===== src/design/mma_pkg.sv =====
// Shared types, constants and the status length decode for the MIDI message assembler.
`default_nettype none

package mma_pkg;

  // Widths of the byte stream, the packed message and the remaining-byte count.
  localparam int unsigned ByteW = 8;
  localparam int unsigned WordW = 32;
  localparam int unsigned LenW  = 2;

  // Message lengths; zero marks a byte that starts nothing.
  localparam logic [LenW-1:0] LEN_NONE  = 2'd0;
  localparam logic [LenW-1:0] LEN_ONE   = 2'd1;
  localparam logic [LenW-1:0] LEN_TWO   = 2'd2;
  localparam logic [LenW-1:0] LEN_THREE = 2'd3;

  // Status byte codes that need their own decode.
  localparam logic [ByteW-1:0] ST_SYSEX_START = 8'hF0;
  localparam logic [ByteW-1:0] ST_TIME_CODE   = 8'hF1;
  localparam logic [ByteW-1:0] ST_SONG_POS    = 8'hF2;
  localparam logic [ByteW-1:0] ST_SONG_SEL    = 8'hF3;
  localparam logic [ByteW-1:0] ST_UNDEF_F4    = 8'hF4;
  localparam logic [ByteW-1:0] ST_UNDEF_F5    = 8'hF5;
  localparam logic [ByteW-1:0] ST_SYSEX_END   = 8'hF7;
  localparam logic [ByteW-1:0] ST_UNDEF_F9    = 8'hF9;
  localparam logic [ByteW-1:0] ST_UNDEF_FD    = 8'hFD;

  // High nibbles of the channel message groups.
  localparam logic [3:0] GRP_NOTE_OFF  = 4'h8;
  localparam logic [3:0] GRP_NOTE_ON   = 4'h9;
  localparam logic [3:0] GRP_POLY_AT   = 4'hA;
  localparam logic [3:0] GRP_CTRL      = 4'hB;
  localparam logic [3:0] GRP_PROGRAM   = 4'hC;
  localparam logic [3:0] GRP_CHAN_AT   = 4'hD;
  localparam logic [3:0] GRP_PITCH    = 4'hE;

  // Result of one accepted byte, handed from the assembler to the output stage.
  typedef struct packed {
    logic             valid;
    logic [WordW-1:0] word;
  } emit_t;

  // Message length of a byte seen while no message is open.
  function automatic logic [LenW-1:0] status_length(input logic [ByteW-1:0] b);
    logic [LenW-1:0] len;
    len = LEN_NONE;
    if (b[7]) begin
      unique case (b[7:4])
        GRP_NOTE_OFF, GRP_NOTE_ON, GRP_POLY_AT, GRP_CTRL, GRP_PITCH: len = LEN_THREE;
        GRP_PROGRAM, GRP_CHAN_AT: len = LEN_TWO;
        default: begin
          unique case (b) inside
            ST_SYSEX_START, ST_SYSEX_END, ST_UNDEF_F4, ST_UNDEF_F5,
            ST_UNDEF_F9, ST_UNDEF_FD: len = LEN_NONE;
            ST_TIME_CODE, ST_SONG_SEL: len = LEN_TWO;
            ST_SONG_POS: len = LEN_THREE;
            default: len = LEN_ONE;
          endcase
        end
      endcase
    end
    return len;
  endfunction

endpackage

`default_nettype wire


===== src/design/mma_core.sv =====
// Message state of the MIDI assembler: opens, fills and completes one message word.
`default_nettype none

module mma_core (
  input  wire logic                          clk,
  input  wire logic                          rst_n,
  input  wire logic                          accept,
  input  wire logic [mma_pkg::ByteW-1:0]     data_byte,
  input  wire logic [mma_pkg::ByteW-1:0]     port_number,
  output mma_pkg::emit_t                     emit
);

  logic [mma_pkg::LenW-1:0]  remain_r, remain_nxt;
  logic                      first_r, first_nxt;
  logic [mma_pkg::WordW-1:0] word_r, word_nxt;
  logic [mma_pkg::LenW-1:0]  len;

  // Next message state and the completed word, if this byte closes one.
  always_comb begin
    remain_nxt = remain_r;
    first_nxt  = first_r;
    word_nxt   = word_r;
    emit.valid = 1'b0;
    len        = mma_pkg::status_length(data_byte);
    if (accept) begin
      if (remain_r == mma_pkg::LEN_NONE) begin
        if (len != mma_pkg::LEN_NONE) begin
          // A new status byte latches the port with cleared data bytes.
          word_nxt = {data_byte, 16'h0000, port_number};
          if (len == mma_pkg::LEN_ONE) begin
            emit.valid = 1'b1;
          end else begin
            remain_nxt = len - mma_pkg::LEN_ONE;
            first_nxt  = 1'b1;
          end
        end
      end else begin
        // The first data byte of a message goes to bits 23:16, the second to 15:8.
        if (first_r) begin
          word_nxt[23:16] = data_byte;
        end else begin
          word_nxt[15:8] = data_byte;
        end
        first_nxt  = 1'b0;
        remain_nxt = remain_r - mma_pkg::LEN_ONE;
        if (remain_r == mma_pkg::LEN_ONE) begin
          emit.valid = 1'b1;
        end
      end
    end
    emit.word = word_nxt;
  end

  // Remaining count and data byte position are control state; the word is payload.
  always_ff @(posedge clk) begin
    if (!rst_n) begin
      remain_r <= mma_pkg::LEN_NONE;
      first_r  <= 1'b0;
    end else begin
      remain_r <= remain_nxt;
      first_r  <= first_nxt;
    end
  end

  always_ff @(posedge clk) begin
    word_r <= word_nxt;
  end

endmodule

`default_nettype wire


===== src/design/midi_message_assembler.sv =====
// Top level of the MIDI message assembler: stream ports, port register and output register.
//
//  Channel  Direction  Handshake             Payload
//  in_      slave      in_tvalid/in_tready   in_tdata[7:0]   = data_byte
//  out_     master     out_tvalid/out_tready out_tdata[31:0] = message_word
//  cfg_     slave      cfg_valid/cfg_ready   cfg_data[7:0]   = port_number
//
// One byte is taken every cycle; a completed message appears in the output
// register on the cycle after its last byte. The only limit is the single
// output register: a new byte waits only while a word sits there unclaimed.
// Reset (rst_n low, synchronous) clears the port register to zero, closes any
// open message and empties the output register. cfg_ready is always high.
`default_nettype none

module midi_message_assembler (
  input  wire logic                       clk,
  input  wire logic                       rst_n,
  // Input word: [7:0] data_byte
  input  wire logic                       in_tvalid,
  output logic                            in_tready,
  input  wire logic [mma_pkg::ByteW-1:0]  in_tdata,
  // Output word: [31:0] message_word
  output logic                            out_tvalid,
  input  wire logic                       out_tready,
  output logic [mma_pkg::WordW-1:0]       out_tdata,
  // Configuration word: [7:0] port_number
  input  wire logic                       cfg_valid,
  output logic                            cfg_ready,
  input  wire logic [mma_pkg::ByteW-1:0]  cfg_data
);

  logic [mma_pkg::ByteW-1:0] port_r;
  logic                      out_valid_r;
  logic [mma_pkg::WordW-1:0] out_data_r;
  logic                      in_accept;
  mma_pkg::emit_t            emit;

  // Accept while the output register is empty or draining this cycle.
  assign in_tready = !out_valid_r || out_tready;
  assign in_accept = in_tvalid && in_tready;
  assign cfg_ready = 1'b1;

  // Port number register.
  always_ff @(posedge clk) begin
    if (!rst_n) begin
      port_r <= '0;
    end else if (cfg_valid) begin
      port_r <= cfg_data;
    end
  end

  mma_core u_core (
    .clk         (clk),
    .rst_n       (rst_n),
    .accept      (in_accept),
    .data_byte   (in_tdata),
    .port_number (port_r),
    .emit        (emit)
  );

  // Output register: load a finished word, drop it once taken.
  always_ff @(posedge clk) begin
    if (!rst_n) begin
      out_valid_r <= 1'b0;
    end else if (emit.valid) begin
      out_valid_r <= 1'b1;
    end else if (out_tready) begin
      out_valid_r <= 1'b0;
    end
  end

  always_ff @(posedge clk) begin
    if (emit.valid) begin
      out_data_r <= emit.word;
    end
  end

  assign out_tvalid = out_valid_r;
  assign out_tdata  = out_data_r;

endmodule

`default_nettype wire


===== config.mk =====
export PLATFORM = sky130hd
export DESIGN_NAME = midi_message_assembler
export DESIGN_NICKNAME = d
export VERILOG_FILES = /design/src/design/mma_pkg.sv /design/src/design/mma_core.sv /design/src/design/midi_message_assembler.sv
export SDC_FILE = /design/constraint.sdc
export NUM_CORES = 1
export LEC_CHECK = 0
export BUFFER_PORTS_ARGS = -buffer_cell sky130_fd_sc_hd__buf_2
export CAP_MARGIN = 20
export CORE_MARGIN = 2
export CORE_UTILIZATION = 40
export DETAILED_ROUTE_END_ITERATION = 7
export PLACE_DENSITY = 0.63
export REMOVE_ABC_BUFFERS = 1
export SYNTH_ARGS = -nofsm -noshare
export SYNTH_HDL_FRONTEND = slang
export SYNTH_SLANG_ARGS = --single-unit

===== constraint.sdc =====
create_clock -name clk -period 5.5 [get_ports clk]
set_input_delay 1.1 -clock clk [delete_from_list [all_inputs] [get_ports clk]]
set_output_delay 1.1 -clock clk [all_outputs]
set_load 0.1 [all_outputs]

# == Yosys cells after proc, flatten, opt, wreduce, memory -nomap -nowiden ==
# Index checks and enable logic that the tools add are counted.
# classes
eq_ne,20
n_addsub,2
n_reduce_logical,11
n_mux,23
# op_table
operator,count
$eq A8 B8 Y1 const B,9
$mux W32,2
$mux W8,4
$eq A4 B4 Y1 const B,7
$mux W16,1
$mux W1,10
$mux W2,4
$pmux W2 S3,1
$reduce_or A6 Y1,1
$reduce_or A5 Y1,1
$eq A2 B1 Y1 const B,2
$ne A2 B2 Y1 const B,2
$pmux W2 S2,1
$reduce_bool A2 Y1,2
$reduce_or A2 Y1,2
$sub A2 B1 Y2 const B,2
$reduce_and A3 Y1,1
$logic_not A2 Y1,1
$logic_and A1 B1 Y1,1
$logic_not A1 Y1,1
$logic_or A1 B1 Y1,1
# totals
ff_bits,76

# == Longest topological paths before layout ==
# Gate-level depths: netlist (run 1).
# logic_depth
ltp_word,11
mapped_depth,9
mapped_depth_nobuf,8

# == Modules after synthesis ==
# Synthesis (run 1) repeated with hierarchy kept, for this count alone.
# unflattened
cells_unflattened,198
hier_area_um2,2733.9
# modules_own_cells
module,cells_each,seq_area_each_um2,area_each_um2,instances
mma_core,134,700.7,1416.4,1
midi_message_assembler,64,1141.1,1317.5,1

# == Least setup slack after synthesis (run 1) ==
# Ideal clock, no wire load.
# synth_timing
kind,input -> register
startpoint,input in_tdata[3] in the netlist's numbering
endpoint,"register out_data_r (netlist bit out_tdata[0]), enable pin"
slack_ns,1.048
n_path_buf,0
cell_stages,6
arrival_time_ns,3.991
cell_sequence,nor2b_1 o31ai_1 a21oi_1 ha_1 nor2_1 nor3_1
# synth_rtl
element,line_no,text
"start, declared",midi_message_assembler.sv:21,"input wire logic [mma_pkg::ByteW-1:0] in_tdata,"
"end signal, assigned",midi_message_assembler.sv:74,out_data_r <= emit.word;
"end, declared",midi_message_assembler.sv:34,logic [mma_pkg::WordW-1:0] out_data_r;

# == Final worst setup path (run 1) ==
# layout_timing
startpoint,input out_tready
endpoint,output in_tready
# layout_via
elab_chain_len,1
# layout_rtl
element,line_no,text
"start, declared",midi_message_assembler.sv:24,"input wire logic out_tready,"
$logic_or A1 B1 Y1,midi_message_assembler.sv:39,assign in_tready = !out_valid_r || out_tready;
"end, declared",midi_message_assembler.sv:20,"output logic in_tready,"
# Every way passes these cells.

==> results of run 1 <==
-- metrics by stage --
step	instances	setup WS [ps]	util	instance area, um2
6_report	372	2540	0.495	3420
4_1_cts	372	2540	0.495	3420
2_1_floorplan	204	1050	-	2810
3_5_place_dp	356	2310	0.466	3220
3_3_place_gp	356	2370	0.466	3220
5_1_grt	372	2510	0.495	3420
-- synth_stat cells --
cell       number  area (um2)
dfxtp_1        44         881
edfxtp_1       32         961
nor2b_1        17         106
nand2_1        13        48.8
o21ai_0        12        60.1
mux2_4          9         135
nand3_1         9        45.0
a22o_1          8        70.1
a31oi_1         8        50.1
mux2i_1         8        80.1
o2bb2ai_1       8        70.1
mux2_2          7        78.8
nor2_1          6        22.5
clkbuf_1        5        18.8
buf_2           3        15.0
buf_6           3        33.8
nor3_1          3        15.0
a21boi_0        2        15.0
a21oi_1         2        10.0
buf_4           2        15.0
ha_1            2        25.0
and2_1          1        6.26
and4b_1         1        10.0
conb_1          1        3.75
inv_1           1        3.75
nand2_2         1        6.26
nand2_4         1        11.3
nand2b_4        1        13.8
nand4b_4        1        23.8
nor2_4          1        11.3
o21bai_2        1        11.3
o311a_1         1        10.0
o31ai_1         1        7.51
o41ai_1         1        8.76
or2_2           1        6.26
-- worst max path at each step --
stage                    endpoint  slack (ps)  depth (start not counted)
floorplan            out_tdata[0]        1050                          6
detailed placement  out_tdata[25]        2310                          8
finish                  in_tready        2540                          3
global route            in_tready        2510                          3
CTS                     in_tready        2540                          3
global placement    out_tdata[27]        2370                          8
-- cell families (layout without fill, tap and decap cells) --
| group | after synthesis | in the layout | share of synthesized area |
|---|---|---|---|
| other cells | 1 | 1 | 0.00130 |
| compound gates | 44 | 44 | 0.108 |
| buf+inv | 14 | 73 | 0.0299 |
| simple gates | 56 | 56 | 0.113 |
| fa+ha+maj | 2 | 2 | 0.00866 |
| flops | 76 | 76 | 0.637 |
| mux | 24 | 24 | 0.102 |
-- flip-flops by register name, summed over array words and instances (netlist names) --
| register | cells |
|---|---|
| out_tdata | 32 |
| out_tvalid | 1 |
| port_r | 8 |
| u_core.first_r | 1 |
| u_core.remain_r | 2 |
| u_core.word_r | 32 |
-- where the power goes --
part	total, uW	switching [uW]	internal, uW	leakage (uW)
logic	321	226	95.7	0.000630
registers	713	33.0	680	0.000663
clock network	421	188	233	0.000102
total	1460	447	1010	0.00140
-- cell type report --
class                      instances  area, um2
clock inverter                     4       47.5
sequential                        76       1840
inverter                           1       3.75
fill                             656       3490
timing repair buffer              56        285
multi-input combinational        127        967
tap                               96        120
clock buffer                      12        155
-- critical path, stage by stage --
cell and delay [ps]:
buf_2 80, nand2b_4 210, buf_2 460
-- routing by layer --
layer | track usage | vias up | share of wire
li1 | - | 897 | -
met1 | 0.196 | 876 | 0.47
met2 | 0.217 | 42 | 0.47
met3 | 0.0489 | 7 | 0.047
met4 | 0.0773 | 0 | 0.019
met5 | 0 | - | 0
==> results.md, run 1 <==
- The number of iterations in the first detailed-routing pass is 4.
- In this run the count of I/O pins placed on the die edge is 56.
- Entering global routing, the biggest net connects 34 pins.
- The register-to-register setup slack is 3660 ps.
- The number of antenna diodes in the final layout is 0.
- The startpoint identified for the worst register-to-register timing path is u_core.remain_r[1].
- The top fanout value on the critical path is 15.
- The power density of the placed cells is 425 nW/um2.
- The number of hold buffers added after CTS was 0.
- The average cell area after synthesis is 13.3 um2.
- CTS built an H-tree with a depth of 3.
- The most critical setup path has its startpoint at out_tready.
- The net total in the final layout is 294.
- The average detailed-routed wire length per instance is 14.4 um.
- The hold path endpoint is u_core.word_r[25].
- The number of buffers inserted to repair setup after CTS is 0.
- The post-synth design cell area is 2890 um2.
- The yosys synthesis warning count is 0.
- The max-cap check violation count is 0.
- The initial core utilization is 0.418.
- The DRC violation count after routing is 0.
- CTS placed an instance of clkbuf_8 at the clock tree root.
- The via count is 1,822.
- The total of flip-flops plus latches after synthesis is 76.
- The overall power is 1460 uW.
- Once detail routing completed, the nets flagged for antenna violations numbered 0.
- The register clock-pin slew on the reported worst setup and hold paths is 70 ps.
- Subtracting the final worst setup slack from the clock period gives 2960 ps.
- The count of endpoints failing setup in the final report is 0.
- Once detailed placement completed, the half-perimeter wirelength came to 3490 um.
- The post-synthesis cell type count is 35.
- The die is 89.0 um tall.
- The area of the core region is 6910 um2.
- The worst hold path begins at u_core.word_r[25].
- The worst setup path is launched from an input port.
- The library cell used most frequently in the layout, excluding fill and tap cells, is buf_2.
- The count of pins over their slew limit is 0.
- The share of the clock period used by the worst path is 0.537.
- In this run the core area contains 30 standard-cell rows.
- The share of the Yosys chip area taken by registers is 0.637.
- The total global routing overflow is 0.
- The floorplan step defined a die boundary enclosing ~7900 um2.
- The endpoint of the worst register-to-register path is out_tdata[6].
- Across every metal layer, demand over resource in global routing totals 0.148.
- The highest ir drop seen on vdd is 0.173 mV.
- Clock tree synthesis found a total of 76 sinks.
- After routing, the total negative slack on setup checks comes to 0 ps.
- The number of global-route vias before repair is 1,731.
- For the pin with the worst max-slew slack, the measured transition is 966 ps.
- The number of antenna violations at the first check in global routing is 0.
- Leaving out fill and tap cells, the most frequent cells in the layout are buf_2 (54), dfxtp_1 (44), edfxtp_1 (32).
- Synthesis produced a netlist whose cell count is about 220.
- After detailed routing, the total wire length is roughly 5300 um.
- Dividing the detail-routed via count by the number of cells gives 4.90.
- Counting cells, the worst reg-to-reg path comes to 3.
- The maximum clock path buffer count is 2.
- The worst hold-check path type is reg -> reg.
- The standby leakage power is between 0.001 and 0.0015 uW.
- The maximum clock skew at final layout is 9.83 ps.
- Post-CTS repair changed the size of 0 cells.
- The weighted congestion at the end of routability-driven global placement is 0.762.
- The final-report hold violation count was 0.
- Setup repair after global routing left no endpoint under its margin.
- TritonCTS built the clock tree.
- Static timing analysis puts the maximum clock frequency at approximately 340 MHz.
- From left edge to right edge, the die measures 89.0 um.
- The flow ran to the end, and the final reports show no timing, DRC or antenna violations.
- Data arrives at the worst endpoint at between 1500 and 2000 ps.
- Clock latency on the worst-skew pair, taken at its later pin, is around 340 ps.
- The worst setup path is captured at an output port.
- The wire length of the first global-routing pass is 8600 um.
- The total clock buffers created by CTS is 9.
- The area growth from synthesis to final layout is 18.4%.
- The worst setup path is of the in -> out kind.
- The fraction of layout instances using a drive strength above 1 is 0.344.
- The port buffer count is 54.
- The worst max-slew margin expressed relative to the limit is 0.355.
- STA puts the critical path data required time at 4400 ps.
- Counting instances, the worst hold path has a depth of 1.
- After the first detailed-routing iteration, the DRC count stood at 72.
- Final hold analysis gives a worst-case slack of 474 ps.
Power figures use the tool's default switching activity.
==> run 2, diff against run 1 <==
Settings changed: PLACE_DENSITY 0.63 to 0.65.
Clock period 5.5 ns to 2.6 ns, I/O delays scaled along.
==> run 2 against run 1 <==
Effect of this change: highest routed layer unchanged; largest cell class unchanged; sequential power grew 110%; register-to-register slack lost 2700 ps; combinational power grew 120%; via count shrank 0.66%.
==> results.md, run 2 (synthesis gave the netlist of run 1 again) <==
- In the layout the commonest cells are buf_2 (54), dfxtp_1 (44), edfxtp_1 (32).
- Dividing the detail-routed via count by the number of cells gives 4.84.
- The delay contributed by the slowest stage of the critical path is 300 ps.
- From bottom edge to top edge, the die measures 89.0 um.
- The element type at the critical path end is a flip-flop.
- The cell depth of the worst flop-to-flop path is 4.
- The reg-to-reg critical path startpoint is u_core.remain_r[1].
- The later pin in the worst-skew pair is clocked with a latency of 340 ps.
- The residual antenna-violating net count after detailed routing is 0.
- The worst hold-check path type is in -> reg.
- The count of pins over their slew limit came to 0.
- The critical path startpoint category is an input port.
- At the worst endpoint, the required time is roughly 2700 ps.
- Of all nets on the critical path, the largest fanout is 17.
- 0 antenna diodes ended up in the layout.
- The maximum number of pins on one net before global-route repair is 21.
- Routed signal wires occupy layers up through met4.
- The total global routing overflow is 0.
- The net total in the final layout is 297.
- The floorplan has 30 rows.
- The worst path arrival time is 2150 ps.
- The clock arrives with roughly 7.4 ps of skew.
- Buffers inserted during clock tree synthesis total 9.
- The power density of the placed cells is 894 nW/um2.
- The area taken by flip-flops and latches is 1840 um2.
- Hold timing on the final database bottoms out at a slack of 435 ps.
- The hold path startpoint is cfg_data[5].
- Setup repair after global routing left no endpoint under its margin.
- In the final routing, the length of wire on met1 measures 2570 um.
- Counting instances, the worst hold path has a depth of 3.
- The share of the clock period used by the worst path is 0.793.
- Dividing the detail-routed wire length by the instance count gives 14.8 um.
- IR analysis of the VDD net gives a maximum drop of 0.278 mV.
- The area of the core region is 6910 um2.
- The final-report hold violation count came to 0.
- The die is between 80 and 90 um wide.
- The worst setup path is of the in -> reg kind.
- In the final layout, the share of cells above drive strength 1 is 0.345.
- The total die area is 7920 um2.
- For this configuration, the core starts out at a cell density of 0.418.
- After clock tree synthesis, the clock-pin slew on the worst setup and hold paths is approximately 70 ps.
- The routed design uses 252 um of met3 wire.
- The root cell of the clock tree is clkbuf_8.
- After the first detailed-routing iteration, the DRC count stood at 65.
- In the global route stage, overall resource usage came out at 0.155.
- The wire length of the first global-routing pass is 8940 um.
- The area growth from synthesis to layout is 19.3%.
- The post-CTS resize count is 0.
- The launch point of the worst path is in_tdata[3].
- Adding up every negative setup slack in the final design gives 0 ps.
- The total clock sinks is 76.
- After legalization and detailed placement, the total HPWL measured 3670 um.
- The highest-delay cell along the critical path is mux2_4.
- The number of antenna violations at the first check in global routing is 0.
- The via count is 1,810.
- The run finished with clean final reports.
- The total of hold buffers inserted after clock tree synthesis is 0.
- The standby leakage power is roughly 0.0014 uW.
- In this run the count of I/O pins placed on the die edge is 56.
- The commonest non-fill, non-tap cell in the layout is buf_2.
- The minimum period implied by the final worst setup slack is 2060 ps.
- Routability-driven placement finished with a final weighted congestion of between 0.7 and 0.8.
- Derived from the worst setup path, the maximum achievable clock frequency is 485 MHz.
- The multi-input combinational cells in the finished layout cover a total of just under 1000 um2.
- Setup violations remaining at the end of the flow were counted as 0.
- The number of fillers in the final layout is 640.
- For this run, the detailed router's first-pass iteration total came to 4.
- Counting along the longest clock path gives a buffer depth of 2.
- Traced cell by cell, the critical path runs through buf_2 > nor2b_1 > o31ai_1 > a21oi_1 > inv_1 > ha_1 > nand4b_4 > buf_12 > mux2_4.
- The port buffer count is 54.
- The number of buffers inserted to repair setup after CTS is 0.
- The number of global-route vias before repair is 1,791.
- For this run, design rule violations remaining after detail routing come to 0.
- The max-cap check violation count is 0.
- The final layout contains routed wiring with a total length of 5530 um.
- The H-tree generated during clock tree synthesis spans 3 levels.
- TritonCTS built the clock tree.
- The routed design uses 2580 um of met2 wire.
run 2: cell types whose count changed in the layout (fill, tap and decap cells not counted), sizes merged:
cell      delta
buf          +3
clkbuf       +1
clkinv       -1
clkinvlp     -1
run 2: worst max-delay path: cells and delay by family:
| family | cells | cell delay, ps |
|---|---|---|
| AO/OA/AOI/OAI | 2 | 320 |
| AND/OR/NAND/NOR | 2 | 350 |
| adder cells (fa/ha/maj) | 1 | 250 |
| buffers and inverters | 3 | 410 |
| multiplexers | 1 | 300 |
run 2: final timing paths:
kind,slack (ps),end
worst max register to register,980,out_tdata[25]
worst max-delay path,540,out_tdata[25]
worst min-delay path,440,port_r[5]
worst min register to register,470,u_core.word_r[28]
run 2: cell type report:
class	instances	area share
tap	96	0.0348
sequential	76	0.534
clock inverter	2	0.0102
clock buffer	13	0.0461
multi-input combinational	127	0.281
inverter	1	0.00109
timing repair buffer	59	0.0929
run 2: power by group:
| part | internal (uW) | total (uW) | switching (uW) | leakage, uW |
|---|---|---|---|---|
| sequential | 1440 | 1510 | 67.2 | 0.000663 |
| combinational | 212 | 700 | 488 | 0.000650 |
| clock | 490 | 876 | 386 | 0.0000995 |
run 2: through the flow:
step | worst slack (ps) | total power (uW) | cells | utilization | instance area [um2]
4_1_cts | 543 | 3110 | 374 | 0.499 | 3450
6_report | 539 | 3080 | 374 | 0.499 | 3450
2_1_floorplan | -1480 | 2080 | 204 | - | 2810
3_5_place_dp | 180 | 2230 | 359 | 0.471 | 3250
3_3_place_gp | 251 | 2210 | 359 | 0.471 | 3250
5_1_grt | 412 | 3220 | 374 | 0.499 | 3450
run 2: metal layers:
| metal | vias to the layer above | global-route usage |
|---|---|---|
| li1 | 905 | - |
| met2 | 40 | 0.238 |
| met5 | - | 0 |
| met4 | 0 | 0.0855 |
| met3 | 10 | 0.0397 |
| met1 | 855 | 0.201 |
==> run 3, diff against run 2 <==
Settings changed: PLACE_DENSITY 0.65 to 0.63.
Clock period 2.6 ns to 2 ns, I/O delays scaled along.
==> run 3 against run 2 <==
Effect of this change: cell count is 3.7% higher; worst hold slack worse by 120 ps; sequential share of layout area is 1.3 points lower; via count is 2.7% higher; critical path type unchanged.
==> results.md, run 3 (synthesis gave the netlist of run 1 again) <==
- Dividing the final minimum period by the clock period gives 0.916.
- The number of cells on the worst reg-to-reg path is 4.
- The repair_antennas step left the layout with diodes totalling 0.
- The area taken by flip-flops and latches is 1840 um2.
- The number of gates resized after CTS was 0.
- The critical path data required time is 2050 ps.
- The wire length of the first global-routing pass is 8590 um.
- The count of pins over their slew limit is 0.
- Hold timing on the final database bottoms out at a slack of roughly 320 ps.
- The number of antenna violations at the first check in global routing is 0.
- The total die area is 7920 um2.
- The clock passes through at most 2 buffers.
- The critical path in this run is classified as in -> reg.
- Leaving out fill and tap cells, the most frequent cell in the layout is buf_2.
- The upper clock frequency limit is 546 MHz.
- After detailed routing, the number of remaining DRC violations is 0.
- The flow ran to the end, and the final reports show no timing, DRC or antenna violations.
- The routed design has 5330 um of wire.
- Summing over every cut layer, the via total after detailed routing is 1,858.
- The placement row count is 30.
- The average detailed-routed wire length per instance is 13.7 um.
- The worst hold-check path type is in -> reg.
- In this run the vertical extent of the chip is 89.0 um.
- The routed length on met2 is 2480 um.
- The detailed router used layers up to and including met4.
- The standby leakage power is 0.00147 uW.
- The total clock sinks is 76.
- The area occupied by multi-input gates is between 900 and 1000 um2.
- between 50 and 60 I/O pins were placed.
- The startpoint identified for the worst hold timing path is cfg_data[6].
- In this run the number of H-tree levels came out at 3.
- The register clock-pin slew on the reported worst setup and hold paths is 70 ps.
- Counting the buffers created by CTS gives 9.
- Once detail routing completed, the nets flagged for antenna violations numbered 0.
- The worst path arrival time is ~1900 ps.
- Post-CTS timing repair inserted 0 buffers for setup.
- The critical path startpoint category is an input port.
- Across the routed clock network, the largest skew measured is around 9.9 ps.
- The final-report hold violation count came to 0.
- The cell sitting at the root of the clock tree is a clkbuf_8.
- Max-cap violations in this run came to 0.
- The first detailed-routing pass took 4 iterations.
- The HPWL after detailed placement is 3630 um.
- The top fanout value on the critical path is 24.
- The routed length on met1 is 2520 um.
- The detailed-routed wire length on met3 is 198 um.
- The reg-to-reg critical path startpoint is u_core.remain_r[1].
- After detailed routing, the number of vias per cell comes to 4.79.
- Measured along the x axis, the die boundary spans a little under 90 um.
- The worst-case IR drop observed on VDD is between 0.4 and 0.5 mV.
- Setup violations remaining at the end of the flow were counted as 0.
- The fraction of layout instances using a drive strength above 1 is 0.377.
- For this run, the post-layout net count is 311.
- The register-to-register setup slack is 380 ps.
- In this run the tool buffered the top-level ports with 54 buffer cells.
- After the first detailed-routing iteration, the DRC count stood at 74.
- The weighted congestion at the end of routability-driven global placement is just over 0.8.
- The TritonCTS clock tree is yes.
- After layout, the minimum clock period comes to roughly 1800 ps.
- Relative to the synthesized area, the layout overhead comes to 22.2%.
- The area of the core region is 6910 um2.
- Leaving out fill and tap cells, the most frequent cells in the layout are buf_2 (54), dfxtp_1 (44), edfxtp_1 (32).
- The maximum number of pins on one net before global-route repair is 34.
- In the global route stage, overall resource usage came out at 0.147.
- The element type at the critical path end is a flip-flop.
- The count of cells along the worst hold path is 3.
- The power density of the placed cells is 1090 nW/um2.
- The number of global-route vias before repair is 1,800.
- The clock latency of the later-clocked register in the worst-skew pair is 340 ps.
- Hold repair after CTS inserted 0 buffers.
- The overall power is about 3900 uW.
- Setup repair after global routing left no endpoint under its margin.
- The total global routing overflow is 0.
- The number of fillers in the final layout is 637.
- The initial utilization of the core area, before any placement, comes to 0.418.
- For hold timing, the worst endpoint is port_r[6].
- The endpoint of the worst register-to-register path is out_tdata[6].
[run 3: cell types whose count changed in the layout (fill, tap and decap cells not counted), sizes merged]
cell | before | now
buf | 59 | 73
clkinv | 1 | 3
bufinv | 1 | 0
clkbuf | 13 | 12
[run 3: critical path: stages]
cell	delay (ps)
buf_2	120
nor2b_1	130
o31ai_1	80
a21oi_1	190
buf_4	150
ha_1	210
nor2_1	90
nor3_2	270
buf_12	230
[run 3: how the worst max path moves through the flow]
| stage | startpoint | endpoint | slack, ps | depth (start not counted) |
|---|---|---|---|---|
| floorplan | out_tvalid | out_tdata[0] | -2080 | 3 |
| global placement | in_tdata[3] | out_tdata[10] | -130 | 9 |
| detailed placement | in_tdata[3] | out_tdata[10] | -160 | 9 |
| CTS | in_tdata[3] | out_tdata[12] | 190 | 9 |
| global route | in_tdata[3] | out_tdata[5] | 80 | 9 |
| finish | in_tdata[3] | out_tdata[12] | 170 | 9 |
[run 3: where the power goes]
group	leakage (uW)	total, uW	switching (uW)	internal [uW]
registers	0.000663	1950	76.5	1870
logic	0.000721	942	643	299
clock network	0.0000860	967	496	471
[run 3: layer usage]
metal,global-route usage,vias to the layer above
met2,0.237,43
met3,0.0360,11
met4,0.0814,0
li1,-,935
met1,0.183,869
met5,0,-
[run 3: area by class of cell]
class | count | area share
Clock buffer | 12 | 0.0411
Clock inverter | 3 | 0.00425
Inverter | 1 | 0.00106
Multi-Input combinational cell | 127 | 0.274
Sequential cell | 76 | 0.522
Tap cell | 96 | 0.0340
Timing Repair Buffer | 73 | 0.124
[run 3: stage by stage]
stage	cell area, um2	util	TNS [ps]	setup WS, ps	std cells
global placement	3370	0.488	-5630	-131	373
detailed placement	3370	0.488	-7530	-159	373
floorplan	2810	-	-86670	-2080	204
global route	3530	0.511	0	82.3	388
finish	3530	0.511	0	168	388
CTS	3530	0.511	0	188	388
